===== config.mk =====
export PLATFORM = sky130hd
export DESIGN_NAME = can_id_flood_rate_monitor_core
export DESIGN_NICKNAME = d
export VERILOG_FILES = /design/src/hw/rtl/cfrm_pkg.sv /design/src/hw/rtl/cfrm_slot_ram.sv /design/src/hw/rtl/cfrm_cfg_regs.sv /design/src/hw/rtl/cfrm_engine.sv /design/src/hw/rtl/can_id_flood_rate_monitor_core.sv
export SDC_FILE = /design/constraint.sdc
export NUM_CORES = 2
export LEC_CHECK = 0
export BUFFER_PORTS_ARGS = -buffer_cell sky130_fd_sc_hd__buf_2
export CAP_MARGIN = 0
export CORE_UTILIZATION = 52
export DETAILED_ROUTE_END_ITERATION = 7
export GPL_TIMING_DRIVEN = 0
export PLACE_DENSITY = 0.67
export SYNTH_ARGS = -nofsm -noshare
export SYNTH_HDL_FRONTEND = slang
export SYNTH_SLANG_ARGS = --single-unit

===== constraint.sdc =====
create_clock -name clk -period 7.3 [get_ports clk]
set_input_delay 1.46 -clock clk [delete_from_list [all_inputs] [get_ports clk]]
set_output_delay 1.46 -clock clk [all_outputs]
set_load 0.01 [all_outputs]

===== src/hw/rtl/cfrm_pkg.sv =====
// Types, constants and helpers shared by the flood rate monitor modules.
package cfrm_pkg;

	localparam int ID_W   = 11;
	localparam int TIME_W = 48;
	localparam int CNT_W  = 17;
	localparam int CFG_W  = 16;
	localparam int WIN_W  = 26;
	localparam int PADDR_W = 4;
	localparam int PDATA_W = 32;

	localparam logic [CNT_W-1:0] COUNT_MAX = '1;
	localparam logic [WIN_W-1:0] US_PER_MS = 26'd1000;

	// Register reset values.
	localparam logic [CFG_W-1:0] WINDOW_MS_RST     = 16'd1000;
	localparam logic [CFG_W-1:0] PER_ID_THRESH_RST = 16'd100;
	localparam logic [CFG_W-1:0] TOTAL_THRESH_RST  = 16'd1000;

	// Register indexes (word address).
	localparam logic [1:0] REG_WINDOW_MS     = 2'd0;
	localparam logic [1:0] REG_PER_ID_THRESH = 2'd1;
	localparam logic [1:0] REG_TOTAL_THRESH  = 2'd2;

	typedef enum logic [1:0] {
		ALERT_NONE     = 2'd0,
		ALERT_ID_FLOOD = 2'd1,
		ALERT_BUS_SAT  = 2'd2
	} alert_kind_t;

	typedef enum logic [2:0] {
		ST_IDLE,
		ST_SCAN,
		ST_DRAIN,
		ST_CHECK,
		ST_UPDATE,
		ST_EMIT
	} eng_state_t;

	// One entry of the slot table.
	typedef struct packed {
		logic [ID_W-1:0]   ident;
		logic [CNT_W-1:0]  count;
		logic [TIME_W-1:0] start;
		logic              alerted;
	} slot_entry_t;

	// Settings seen by the engine.
	typedef struct packed {
		logic [WIN_W-1:0] win_us;
		logic [CFG_W-1:0] per_id_thresh;
		logic [CFG_W-1:0] total_thresh;
	} cfg_t;

	// One result beat.
	typedef struct packed {
		alert_kind_t      kind;
		logic [ID_W-1:0]  ident;
		logic [CNT_W-1:0] count;
	} res_t;

	// Saturating increment of a window count.
	function automatic logic [CNT_W-1:0] sat_inc(input logic [CNT_W-1:0] c);
		return (c == COUNT_MAX) ? c : c + CNT_W'(1);
	endfunction

endpackage


===== src/hw/rtl/cfrm_slot_ram.sv =====
// Single-port-write, single-port-read slot table RAM with registered read data.
module cfrm_slot_ram #(
	parameter int DEPTH = 32,
	parameter int AW    = 5
) (
	input  logic                  clk,
	input  logic [AW-1:0]         rd_addr,
	output cfrm_pkg::slot_entry_t rd_data,
	input  logic                  wr_en,
	input  logic [AW-1:0]         wr_addr,
	input  cfrm_pkg::slot_entry_t wr_data
);
	import cfrm_pkg::*;

	slot_entry_t mem_q [DEPTH];
	slot_entry_t rd_data_q;

	// Write port.
	always_ff @(posedge clk) begin
		if (wr_en) begin
			mem_q[wr_addr] <= wr_data;
		end
	end

	// Read port, with the read data registered.
	always_ff @(posedge clk) begin
		rd_data_q <= mem_q[rd_addr];
	end

	assign rd_data = rd_data_q;

endmodule


===== src/hw/rtl/cfrm_cfg_regs.sv =====
// APB-style configuration registers and the derived window length in microseconds.
module cfrm_cfg_regs (
	input  logic                           clk,
	input  logic                           arst_n,
	input  logic                           psel,
	input  logic                           penable,
	input  logic                           pwrite,
	input  logic [cfrm_pkg::PADDR_W-1:0]   paddr,
	input  logic [cfrm_pkg::PDATA_W-1:0]   pwdata,
	output logic [cfrm_pkg::PDATA_W-1:0]   prdata,
	output cfrm_pkg::cfg_t                 cfg
);
	import cfrm_pkg::*;

	logic [CFG_W-1:0] window_ms_q;
	logic [CFG_W-1:0] per_id_thresh_q;
	logic [CFG_W-1:0] total_thresh_q;
	logic [WIN_W-1:0] win_us_q;
	logic [1:0]       reg_idx;
	logic             wr_beat;

	assign reg_idx = paddr[PADDR_W-1:2];
	assign wr_beat = psel && penable && pwrite;

	// Register writes; an index past the last register is dropped.
	always_ff @(posedge clk or negedge arst_n) begin
		if (!arst_n) begin
			window_ms_q     <= WINDOW_MS_RST;
			per_id_thresh_q <= PER_ID_THRESH_RST;
			total_thresh_q  <= TOTAL_THRESH_RST;
			win_us_q        <= WIN_W'(WINDOW_MS_RST) * US_PER_MS;
		end else begin
			if (wr_beat) begin
				unique case (reg_idx)
					REG_WINDOW_MS:     window_ms_q     <= pwdata[CFG_W-1:0];
					REG_PER_ID_THRESH: per_id_thresh_q <= pwdata[CFG_W-1:0];
					REG_TOTAL_THRESH:  total_thresh_q  <= pwdata[CFG_W-1:0];
					default: ;
				endcase
			end
			// The window in microseconds follows the millisecond register in the next cycle.
			win_us_q <= WIN_W'(window_ms_q) * US_PER_MS;
		end
	end

	// Read mux.
	always_comb begin
		unique case (reg_idx)
			REG_WINDOW_MS:     prdata = PDATA_W'(window_ms_q);
			REG_PER_ID_THRESH: prdata = PDATA_W'(per_id_thresh_q);
			REG_TOTAL_THRESH:  prdata = PDATA_W'(total_thresh_q);
			default:           prdata = '0;
		endcase
	end

	assign cfg.win_us        = win_us_q;
	assign cfg.per_id_thresh = per_id_thresh_q;
	assign cfg.total_thresh  = total_thresh_q;

endmodule


===== src/hw/rtl/cfrm_engine.sv =====
// Frame sequencer: scans the slot RAM, picks a slot, updates windows and raises alerts.
module cfrm_engine #(
	parameter int TABLE_ENTRIES = 32,
	parameter int IDXW          = 5
) (
	input  logic                              clk,
	input  logic                              arst_n,
	input  cfrm_pkg::cfg_t                    cfg,
	input  logic                              frame_valid,
	output logic                              frame_ready,
	input  logic [cfrm_pkg::ID_W-1:0]         frame_ident,
	input  logic [cfrm_pkg::TIME_W-1:0]       arrival_time_us,
	output logic                              res_valid,
	input  logic                              res_ready,
	output cfrm_pkg::res_t                    res,
	output logic [IDXW-1:0]                   rd_addr,
	input  cfrm_pkg::slot_entry_t             rd_data,
	output logic                              wr_en,
	output logic [IDXW-1:0]                   wr_addr,
	output cfrm_pkg::slot_entry_t             wr_data
);
	import cfrm_pkg::*;

	localparam logic [IDXW-1:0] LAST_IDX = IDXW'(TABLE_ENTRIES - 1);

	eng_state_t state_q, state_d;
	logic       rd_issue;
	logic       accept;

	// Frame being worked on.
	logic [ID_W-1:0]   ident_q;
	logic [TIME_W-1:0] now_q;

	// Scan bookkeeping.
	logic [IDXW-1:0]          scan_q;
	logic                     rd_vld_s1;
	logic [IDXW-1:0]          rd_idx_s1;
	logic [TABLE_ENTRIES-1:0] valid_q;
	logic                     hit_q, free_q, min_found_q;
	logic [IDXW-1:0]          hit_idx_q, free_idx_q, min_idx_q;
	slot_entry_t              hit_ent_q;
	logic [CNT_W-1:0]         min_cnt_q;
	logic                     rd_valid, slot_hit, min_take;

	// Bus-wide window.
	logic [CNT_W-1:0]  bus_count_q;
	logic [TIME_W-1:0] bus_start_q;
	logic              bus_alerted_q;
	logic              bus_over_q;

	// Selected slot after the window check.
	logic [IDXW-1:0] sel_idx_q, sel_idx_d;
	slot_entry_t     base_q, base_d, cur_ent, fresh_ent;
	logic            slot_over, bus_over_d;

	// Update step.
	logic [CNT_W-1:0] new_cnt, bus_base, bus_new;
	logic             slot_fire, bus_fire, bus_al_base;
	res_t             res_q, res_d;

	// State register.
	always_ff @(posedge clk or negedge arst_n) begin
		if (!arst_n) begin
			state_q <= ST_IDLE;
		end else begin
			state_q <= state_d;
		end
	end

	// Next state and handshakes.
	always_comb begin
		state_d     = state_q;
		frame_ready = 1'b0;
		rd_issue    = 1'b0;
		wr_en       = 1'b0;
		res_valid   = 1'b0;
		unique case (state_q)
			ST_IDLE: begin
				frame_ready = 1'b1;
				if (frame_valid) state_d = ST_SCAN;
			end
			ST_SCAN: begin
				rd_issue = 1'b1;
				if (scan_q == LAST_IDX) state_d = ST_DRAIN;
			end
			ST_DRAIN: state_d = ST_CHECK;
			ST_CHECK: state_d = ST_UPDATE;
			ST_UPDATE: begin
				wr_en   = 1'b1;
				state_d = ST_EMIT;
			end
			ST_EMIT: begin
				res_valid = 1'b1;
				if (res_ready) state_d = ST_IDLE;
			end
			default: state_d = ST_IDLE;
		endcase
	end

	assign accept  = frame_valid && frame_ready;
	assign rd_addr = scan_q;

	// Evaluate the entry that the RAM returns during the scan.
	assign rd_valid = valid_q[rd_idx_s1];
	assign slot_hit = rd_valid && (rd_data.ident == ident_q);
	assign min_take = rd_valid && (!min_found_q || (rd_data.count < min_cnt_q));

	// Slot choice and window check: hit, else first free slot, else first smallest count.
	always_comb begin
		fresh_ent.ident   = ident_q;
		fresh_ent.count   = '0;
		fresh_ent.start   = now_q;
		fresh_ent.alerted = 1'b0;
		sel_idx_d  = hit_q ? hit_idx_q : (free_q ? free_idx_q : min_idx_q);
		cur_ent    = hit_q ? hit_ent_q : fresh_ent;
		slot_over  = (now_q - cur_ent.start) > TIME_W'(cfg.win_us);
		base_d     = slot_over ? fresh_ent : cur_ent;
		bus_over_d = (now_q - bus_start_q) > TIME_W'(cfg.win_us);
	end

	// Count, alert decision and the write-back entry.
	always_comb begin
		new_cnt     = sat_inc(base_q.count);
		slot_fire   = !base_q.alerted && (new_cnt > CNT_W'(cfg.per_id_thresh));
		bus_base    = bus_over_q ? '0 : bus_count_q;
		bus_al_base = bus_over_q ? 1'b0 : bus_alerted_q;
		bus_new     = sat_inc(bus_base);
		bus_fire    = !slot_fire && !bus_al_base && (bus_new > CNT_W'(cfg.total_thresh));

		wr_addr         = sel_idx_q;
		wr_data.ident   = ident_q;
		wr_data.count   = new_cnt;
		wr_data.start   = base_q.start;
		wr_data.alerted = base_q.alerted || slot_fire;

		if (slot_fire) begin
			res_d.kind  = ALERT_ID_FLOOD;
			res_d.ident = ident_q;
			res_d.count = new_cnt;
		end else if (bus_fire) begin
			res_d.kind  = ALERT_BUS_SAT;
			res_d.ident = ident_q;
			res_d.count = bus_new;
		end else begin
			res_d.kind  = ALERT_NONE;
			res_d.ident = '0;
			res_d.count = '0;
		end
	end

	// Control state: scan flags, valid bits and the bus window.
	always_ff @(posedge clk or negedge arst_n) begin
		if (!arst_n) begin
			scan_q        <= '0;
			rd_vld_s1     <= 1'b0;
			hit_q         <= 1'b0;
			free_q        <= 1'b0;
			min_found_q   <= 1'b0;
			valid_q       <= '0;
			bus_count_q   <= '0;
			bus_start_q   <= '0;
			bus_alerted_q <= 1'b0;
		end else begin
			rd_vld_s1 <= rd_issue;
			if (accept) begin
				scan_q      <= '0;
				hit_q       <= 1'b0;
				free_q      <= 1'b0;
				min_found_q <= 1'b0;
			end else if (rd_issue) begin
				scan_q <= scan_q + IDXW'(1);
			end
			if (rd_vld_s1) begin
				if (slot_hit) hit_q <= 1'b1;
				if (!rd_valid) free_q <= 1'b1;
				if (min_take) min_found_q <= 1'b1;
			end
			if (state_q == ST_UPDATE) begin
				valid_q[sel_idx_q] <= 1'b1;
				bus_count_q        <= bus_new;
				bus_alerted_q      <= bus_al_base || bus_fire;
				if (bus_over_q) bus_start_q <= now_q;
			end
		end
	end

	// Payload registers.
	always_ff @(posedge clk) begin
		if (accept) begin
			ident_q <= frame_ident;
			now_q   <= arrival_time_us;
		end
		rd_idx_s1 <= scan_q;
		if (rd_vld_s1) begin
			if (slot_hit && !hit_q) begin
				hit_idx_q <= rd_idx_s1;
				hit_ent_q <= rd_data;
			end
			if (!rd_valid && !free_q) free_idx_q <= rd_idx_s1;
			if (min_take) begin
				min_idx_q <= rd_idx_s1;
				min_cnt_q <= rd_data.count;
			end
		end
		if (state_q == ST_CHECK) begin
			sel_idx_q  <= sel_idx_d;
			base_q     <= base_d;
			bus_over_q <= bus_over_d;
		end
		if (state_q == ST_UPDATE) res_q <= res_d;
	end

	assign res = res_q;

endmodule


===== src/hw/rtl/can_id_flood_rate_monitor_core.sv =====
// Top level of the CAN identifier flood rate monitor.
//
//  Channel  Handshake                          Payload
//  frame    frame_valid / frame_ready          frame_ident, arrival_time_us
//  alert    alert_valid / alert_ready          alert_kind, alert_ident, alert_count
//  config   psel, penable, pwrite, pready      paddr, pwdata, prdata
//
// A frame runs through the scan of the slot RAM, one entry read per cycle, then the
// drain, check, update and emit steps; the next frame is accepted only after that.
// Reset clears the valid bits, the bus window and the output valid bit at once and
// loads the register defaults; no clearing pass runs.
// The result sits in an output register, so a stalled alert beat holds only the engine
// in its final step; frame_ready stays low from accept until the result is registered.
// The slot write-back ends each frame before the next scan starts, so reads never
// see a stale entry.
module can_id_flood_rate_monitor_core #(
	parameter int TABLE_ENTRIES = 32
) (
	input  logic                              clk,
	input  logic                              arst_n,
	input  logic                              frame_valid,
	output logic                              frame_ready,
	input  logic [cfrm_pkg::ID_W-1:0]         frame_ident,
	input  logic [cfrm_pkg::TIME_W-1:0]       arrival_time_us,
	output logic                              alert_valid,
	input  logic                              alert_ready,
	output logic [1:0]                        alert_kind,
	output logic [cfrm_pkg::ID_W-1:0]         alert_ident,
	output logic [cfrm_pkg::CNT_W-1:0]        alert_count,
	input  logic                              psel,
	input  logic                              penable,
	input  logic                              pwrite,
	input  logic [cfrm_pkg::PADDR_W-1:0]      paddr,
	input  logic [cfrm_pkg::PDATA_W-1:0]      pwdata,
	output logic [cfrm_pkg::PDATA_W-1:0]      prdata,
	output logic                              pready
);
	import cfrm_pkg::*;

	localparam int IDXW = (TABLE_ENTRIES > 1) ? $clog2(TABLE_ENTRIES) : 1;

	cfg_t            cfg;
	logic            res_valid, res_ready;
	res_t            res;
	logic [IDXW-1:0] rd_addr, wr_addr;
	slot_entry_t     rd_data, wr_data;
	logic            wr_en;
	logic            out_valid_q;
	res_t            out_q;

	assign pready = 1'b1;

	cfrm_cfg_regs u_cfg (
		.clk     (clk),
		.arst_n  (arst_n),
		.psel    (psel),
		.penable (penable),
		.pwrite  (pwrite),
		.paddr   (paddr),
		.pwdata  (pwdata),
		.prdata  (prdata),
		.cfg     (cfg)
	);

	cfrm_slot_ram #(
		.DEPTH (TABLE_ENTRIES),
		.AW    (IDXW)
	) u_ram (
		.clk     (clk),
		.rd_addr (rd_addr),
		.rd_data (rd_data),
		.wr_en   (wr_en),
		.wr_addr (wr_addr),
		.wr_data (wr_data)
	);

	cfrm_engine #(
		.TABLE_ENTRIES (TABLE_ENTRIES),
		.IDXW          (IDXW)
	) u_eng (
		.clk             (clk),
		.arst_n          (arst_n),
		.cfg             (cfg),
		.frame_valid     (frame_valid),
		.frame_ready     (frame_ready),
		.frame_ident     (frame_ident),
		.arrival_time_us (arrival_time_us),
		.res_valid       (res_valid),
		.res_ready       (res_ready),
		.res             (res),
		.rd_addr         (rd_addr),
		.rd_data         (rd_data),
		.wr_en           (wr_en),
		.wr_addr         (wr_addr),
		.wr_data         (wr_data)
	);

	// Output register: takes a new beat whenever it is empty or being drained.
	assign res_ready = !out_valid_q || alert_ready;

	always_ff @(posedge clk or negedge arst_n) begin
		if (!arst_n) begin
			out_valid_q <= 1'b0;
		end else if (res_ready) begin
			out_valid_q <= res_valid;
		end
	end

	always_ff @(posedge clk) begin
		if (res_valid && res_ready) out_q <= res;
	end

	assign alert_valid = out_valid_q;
	assign alert_kind  = out_q.kind;
	assign alert_ident = out_q.ident;
	assign alert_count = out_q.count;

endmodule


Word level (Yosys, flattened, before mapping) --
Memories as Yosys holds them, arrays and structs flattened. A register that Yosys moved wholly into a read port is not among the register bits. Cells that the tools add are included.
Storage, ports and cells: memories 1, bits in registers 476, logic and storage cells 139, RAM bits 2464, output and inout port bits 65
Memory list:
- u_ram.mem_q | words 32, bits a word 77, rd ports 1, clocked after Yosys merged registers in 1, write ports 1, RTL line cfrm_slot_ram.sv:15 | slot_entry_t mem_q [DEPTH];
Cells by class: order comparisons 8, eq/ne operators 14, multipliers 1, bitwise logic cells 2, reductions and logical operators 36, add/subtract/negate cells 5, mux-type cells 36
Operator list (number):
- $mux W49 | 2
- $gt A48 B26 Y1 | 2
- $sub A48 B48 Y48 | 2
- $mux W17 | 3
- $pmux W16 S3 | 1
- $add A17 B1 Y17 const B | 2
- $eq A17 B17 Y1 const B | 2
- $gt A17 B16 Y1 | 2
- $or A32 B32 Y32 | 1
- $mux W30 | 1
- $mux W28 | 1
- $mul A16 B7 Y23 const B | 1
- $mux W5 | 4
- $mux W1 | 18
- $pmux W3 S6 | 1
- $lt A17 B17 Y1 | 1
- $reduce_and A2 Y1 | 7
- $logic_and A1 B1 Y1 | 12
- $lt A5 B6 Y1 const B | 2
- $eq A11 B11 Y1 | 1
- $mux W3 | 3
- $logic_not A1 Y1 | 8
- $eq A3 B2 Y1 const B | 2
- $eq A3 B3 Y1 const B | 2
- 17 further kinds | 21

Depth between registers and ports, before layout --
word-level depth 9, mapped depth 31, mapped depth without buffers 27

Modules after synthesis --
Synthesis repeated with hierarchy kept, for this count alone.
Second synthesis, totals: cells, all modules 7444, area total of the unflattened synthesis 125791.9 µm²
Modules (own cells, without submodules):
- cfrm_slot_ram | times used 1, sequential area each 75532.4 µm², cells an instance 4524, area an instance 95271.4 µm²
- cfrm_engine | times used 1, sequential area each 10630.2 µm², cells an instance 2341, area an instance 23784.1 µm²
- cfrm_cfg_regs | times used 1, sequential area each 1804.2 µm², cells an instance 543, area an instance 5770.5 µm²
- can_id_flood_rate_monitor_core | times used 1, sequential area each 925.9 µm², cells an instance 36, area an instance 965.9 µm²

Least setup slack after synthesis --
No wires, ideal clock.
path type reg-to-reg, start point register u_eng.hit_q, end point register u_eng.base_q, in the netlist u_eng.wr_data[22] (data pin), clock period less this slack 7.493 ns, library setup time 0.169 ns, setup slack -0.193 ns, arrival 7.324 ns, stages on the path, launching flop included 26, cells stage by stage dfrtp_1 > clkbuf_1 > buf_1 > mux2i_1 > ha_1 > a21oi_1 > o21ai_0 > a2111oi_0 > a211oi_1 > o22a_1 > a21oi_1 > xnor2_1 > ha_1 > nand2_1 > or4_1 > or4_1 > nand2_1 > nand3_1 > or4_1 > or4_1 > or4_1 > or4_1 > a2111oi_2 > nand4_2 > buf_2 > o31ai_1
RTL lines:
- start: declaration | RTL line cfrm_engine.sv:39 | logic hit_q, free_q, min_found_q;
- start signal: assignment | RTL line cfrm_engine.sv:156 | hit_q <= 1'b0;
- start signal: assignment | RTL line cfrm_engine.sv:167 | hit_q <= 1'b0;
- start signal: assignment | RTL line cfrm_engine.sv:174 | if (slot_hit) hit_q <= 1'b1;
- end signal: assignment | RTL line cfrm_engine.sv:207 | base_q <= base_d;
- end: declaration | RTL line cfrm_engine.sv:53 | slot_entry_t base_q, base_d, cur_ent, fresh_ent;

==> Flow_metrics.wiki <==
{| class="wikitable"
! Metric !! Value
|-
| Result of the run || complete, but fails checks
|-
| Violated checks || negative setup slack
|-
| Worst-Margin Slew || 1430 ps
|-
| Startpoint of the most critical setup path || u_eng.hit_q
|-
| Clock slew at the register clock pins of the worst setup and hold paths || 60 ps
|-
| Count of routing violations after the opening detailed-route iteration || 8788
|-
| Total number of placement rows || 179
|-
| Detailed-route vias per instance || 6.39
|-
| Number of nets with antenna violations after routing || 0
|-
| #FFs+latches synth || 3017
|-
| Final Total Pwr || 55.0 mW
|-
| Top-level port count || 167
|-
| Clock tree from TritonCTS || built
|-
| Core footprint || 238000 um^2
|-
| CP Capture Type || flip-flop
|-
| Port bufs || 131
|-
| Routed length per instance || 32.9 um
|-
| Post-synth top flop || sky130_fd_sc_hd__edfxtp_1
|-
| DRT Wirelength || 349000 um
|-
| Global-route wire length before repair || 489000 um
|-
| Crit path top cell by count || sky130_fd_sc_hd__buf_12
|-
| Clock Skew || 63.4 ps
|-
| Die Footprint || 241000 um^2
|-
| CTS Root Cell || sky130_fd_sc_hd__clkbuf_16
|-
| Synth warnings || 0
|-
| Worst ir drop on vdd || 0.000473 V
|-
| Total count of max-transition violations in the final report || 0
|-
| Share of layout cells above drive strength 1 || 26.6%
|-
| Hold-fix buffers at CTS || 0
|-
| Reg-to-reg startpoint || u_eng.hit_q
|-
| Maximum number of pins on one net before global-route repair || 112
|-
| CP Max Fanout || 6
|-
| Summed area of non-filler cells in the final layout || 145000 um^2
|-
| Max H-tree Level || 5
|-
| Power per standard cell area || 380 nW/um^2
|-
| Area growth, synth to finish || 16.4%
|-
| Post-place instance area || 133000 um^2
|-
| Synthesized instance count || 6469
|-
| Highest clock rate || 0.126 GHz
|-
| Starting density of the core || 52.3%
|-
| DRC violation count after routing || 0
|-
| Setup Total Neg Slack || -22240 ps
|-
| Relative slew margins || 4.40%
|-
| Number of vias after detailed routing || 67600
|-
| Part of the Yosys area used for sequential elements || 71.6%
|-
| Asr flop ratio synth || 6.03%
|-
| Setup repair after global routing missed its margin || true
|-
| FF-to-FF path depth || 31
|-
| Flop-to-flop setup slack || -640 ps
|-
| Synth Cell Area || 124000 um^2
|-
| Maximum capacitance violations || 0
|-
| Class of the most critical setup path || flip-flop to flip-flop
|-
| Static leakage || 48.5 nW
|-
| Overall overflow remaining after global route || 0
|-
| Via count of the first global-routing pass || 66700
|-
| Number of enable flip-flop cells after synthesis || 2753
|-
| Post-detailed-placement half-perimeter wirelength || 234000 um
|-
| Number of failing hold endpoints at the final stage || 0
|-
| Clock network latency to the later pin of the worst-skew pair || 970 ps
|-
| Final worst-path setup slack || -638 ps
|-
| Crit-path max cell delay || 610 ps
|-
| Global-route usage over all layers || 28.9%
|-
| Avg Synthesized Cell Area || 19.2 um^2
|-
| CP Data Arrival Time || 8640 ps
|-
| Number of antenna violations at the first check in global routing || 31
|-
| Final-report setup violation count || 63
|-
| Count of unique library cells instantiated by Yosys || 77
|-
| Maximum number of buffers from clock root to sink || 4
|-
| Worst hold start || u_ram.rd_data[36]
|-
| Final nets || 7554
|-
| Clock buffers created by TritonCTS || 314
|-
| Worst endpoint required time || 8000 ps
|-
| Hold Crit Depth || 0
|-
| Weighted congestion at the end of routability-driven global placement || 0.891
|-
| Num Clock Sinks || 3017
|-
| Post-Place Setup Slack || -3170 ps
|-
| Vert. Die Dim || 491 um
|-
| Utilization of the core after routing || 60.8%
|-
| Highest-delay cell along the critical path || sky130_fd_sc_hd__or4_4
|-
| Path type of the worst min-delay path || flip-flop to flip-flop
|-
| Part of the cycle the worst path needs || 109%
|-
| Filler cell count in the final layout || 16400
|-
| Startpoint class of the critical path || flip-flop
|-
| Min Tclk post-route || 7940 ps
|-
| Count of TritonRoute iterations in the first routing pass || 6
|-
| Width of the chip || 491 um
|}
metrics by stage:
step                      hold WS, ps  std cells
after floorplan                   345       6484
after global placement            387       9782
after detailed placement          389       9938
after CTS                         387      10500
after global routing              393      10600
final                             393      10600
cells in the mapped netlist, drive strengths merged, types with 47 or more instances:
cell type,instances,area share (%)
a21o,86,0.52
a21oi,145,0.58
buf,101,0.36
clkbuf,204,0.62
dfrtp,160,3.2
dfxtp,82,1.3
edfxtp,2753,67
fa,56,0.90
ha,246,2.5
inv,228,0.69
mux2,115,1.0
mux2i,77,0.62
mux4,780,14
nand2,293,0.89
nand3,56,0.23
nand4,54,0.28
nor2,162,0.49
nor2b,47,0.24
nor3,58,0.23
o21ai,224,0.90
o31ai,52,0.31
xnor2,62,0.44
xor2,57,0.40
worst paths after layout:
path | to
max | u_eng.wr_data[6]
min | u_eng.hit_ent_q[36]
max reg2reg | u_eng.wr_data[6]
min reg2reg | u_eng.hit_ent_q[36]
max in group asynchronous | u_eng.valid_q[13]
min in group asynchronous | u_eng.bus_start_q[44]
sequential cells by signal, summed over array words and instances (netlist names), 18 cells and up:
| name | cells |
|---|---|
| u_ram.mem_q | 2464 |
| u_ram.rd_data | 77 |
| u_eng.hit_ent_q | 66 |
| u_eng.bus_start_q | 48 |
| u_eng.now_q | 48 |
| u_eng.wr_data | 48 |
| u_eng.valid_q | 32 |
| u_eng.res | 30 |
| u_cfg.win_us_q | 23 |
| u_eng.base_q | 18 |
cells by family after synthesis:
family,share of synthesized area (%)
adders and majority gates,3.38
DFF,71.6
muxes,15.8
xor gates and xnor gates,0.839
and+or+nand+nor,3.28
AOI/OAI and AO/OA,3.42
other,0.00605
buffers and inverters,1.67
layer usage:
metal / share of wire (%) / GRT usage, %
met1: 39 / 40.3
met2: 47 / 44.8
met3: 11 / 6.30
met4: 3.9 / 10.9
met5: 0.0077 / 0
placed cells by master (no fill, tap or decap), types with 137 or more instances in the layout:
cell type,n
sky130_fd_sc_hd__a21oi_1,139
sky130_fd_sc_hd__buf_12,137
sky130_fd_sc_hd__clkbuf_1,267
sky130_fd_sc_hd__clkbuf_16,326
sky130_fd_sc_hd__dfrtp_1,159
sky130_fd_sc_hd__edfxtp_1,2753
sky130_fd_sc_hd__ha_1,231
sky130_fd_sc_hd__inv_1,226
sky130_fd_sc_hd__mux4_2,780
sky130_fd_sc_hd__nand2_1,289
sky130_fd_sc_hd__o21ai_0,214
power by group:
group          total [mW]  leakage [nW]  internal, mW  switching [mW]
combinational        18.8          15.9          8.37            10.4
clock                15.6          4.82          9.11            6.46
sequential           20.6          27.7          19.8           0.816
total                55.0          48.5          37.3            17.7
worst max-delay path: cells and delay by family, from the launching register on:
family | cells | cell delay (ps)
AND/OR/NAND/NOR | 10 | 3130
AO/OA/AOI/OAI | 9 | 2130
buffers and inverters | 8 | 1110
adder cells (fa/ha/maj) | 2 | 600
flip-flops | 1 | 410
multiplexers | 1 | 200
XOR/XNOR | 1 | 80
area by class of cell:
type                    instances  area [um^2]  area share [%]
diodes                         26         65.1          0.0450
plain buffers                 302         1370           0.946
clock buffers                 421         8620            5.96
clock inverters               134         1250           0.868
inverters                     230          866           0.599
multi-input cells            2934        35000            24.2
flip-flops and latches       3017        88900            61.5
well taps                    3167         3960            2.74
repair buffers                351         4580            3.16
timing repair:
item	4_1_cts	5_1_grt
gates resized for setup	209	71
setup buffers	44	19
gates cloned	1	3
pin swaps	49	33
setup endpoints to repair	66	75
(Power assumes the default switching activity.)
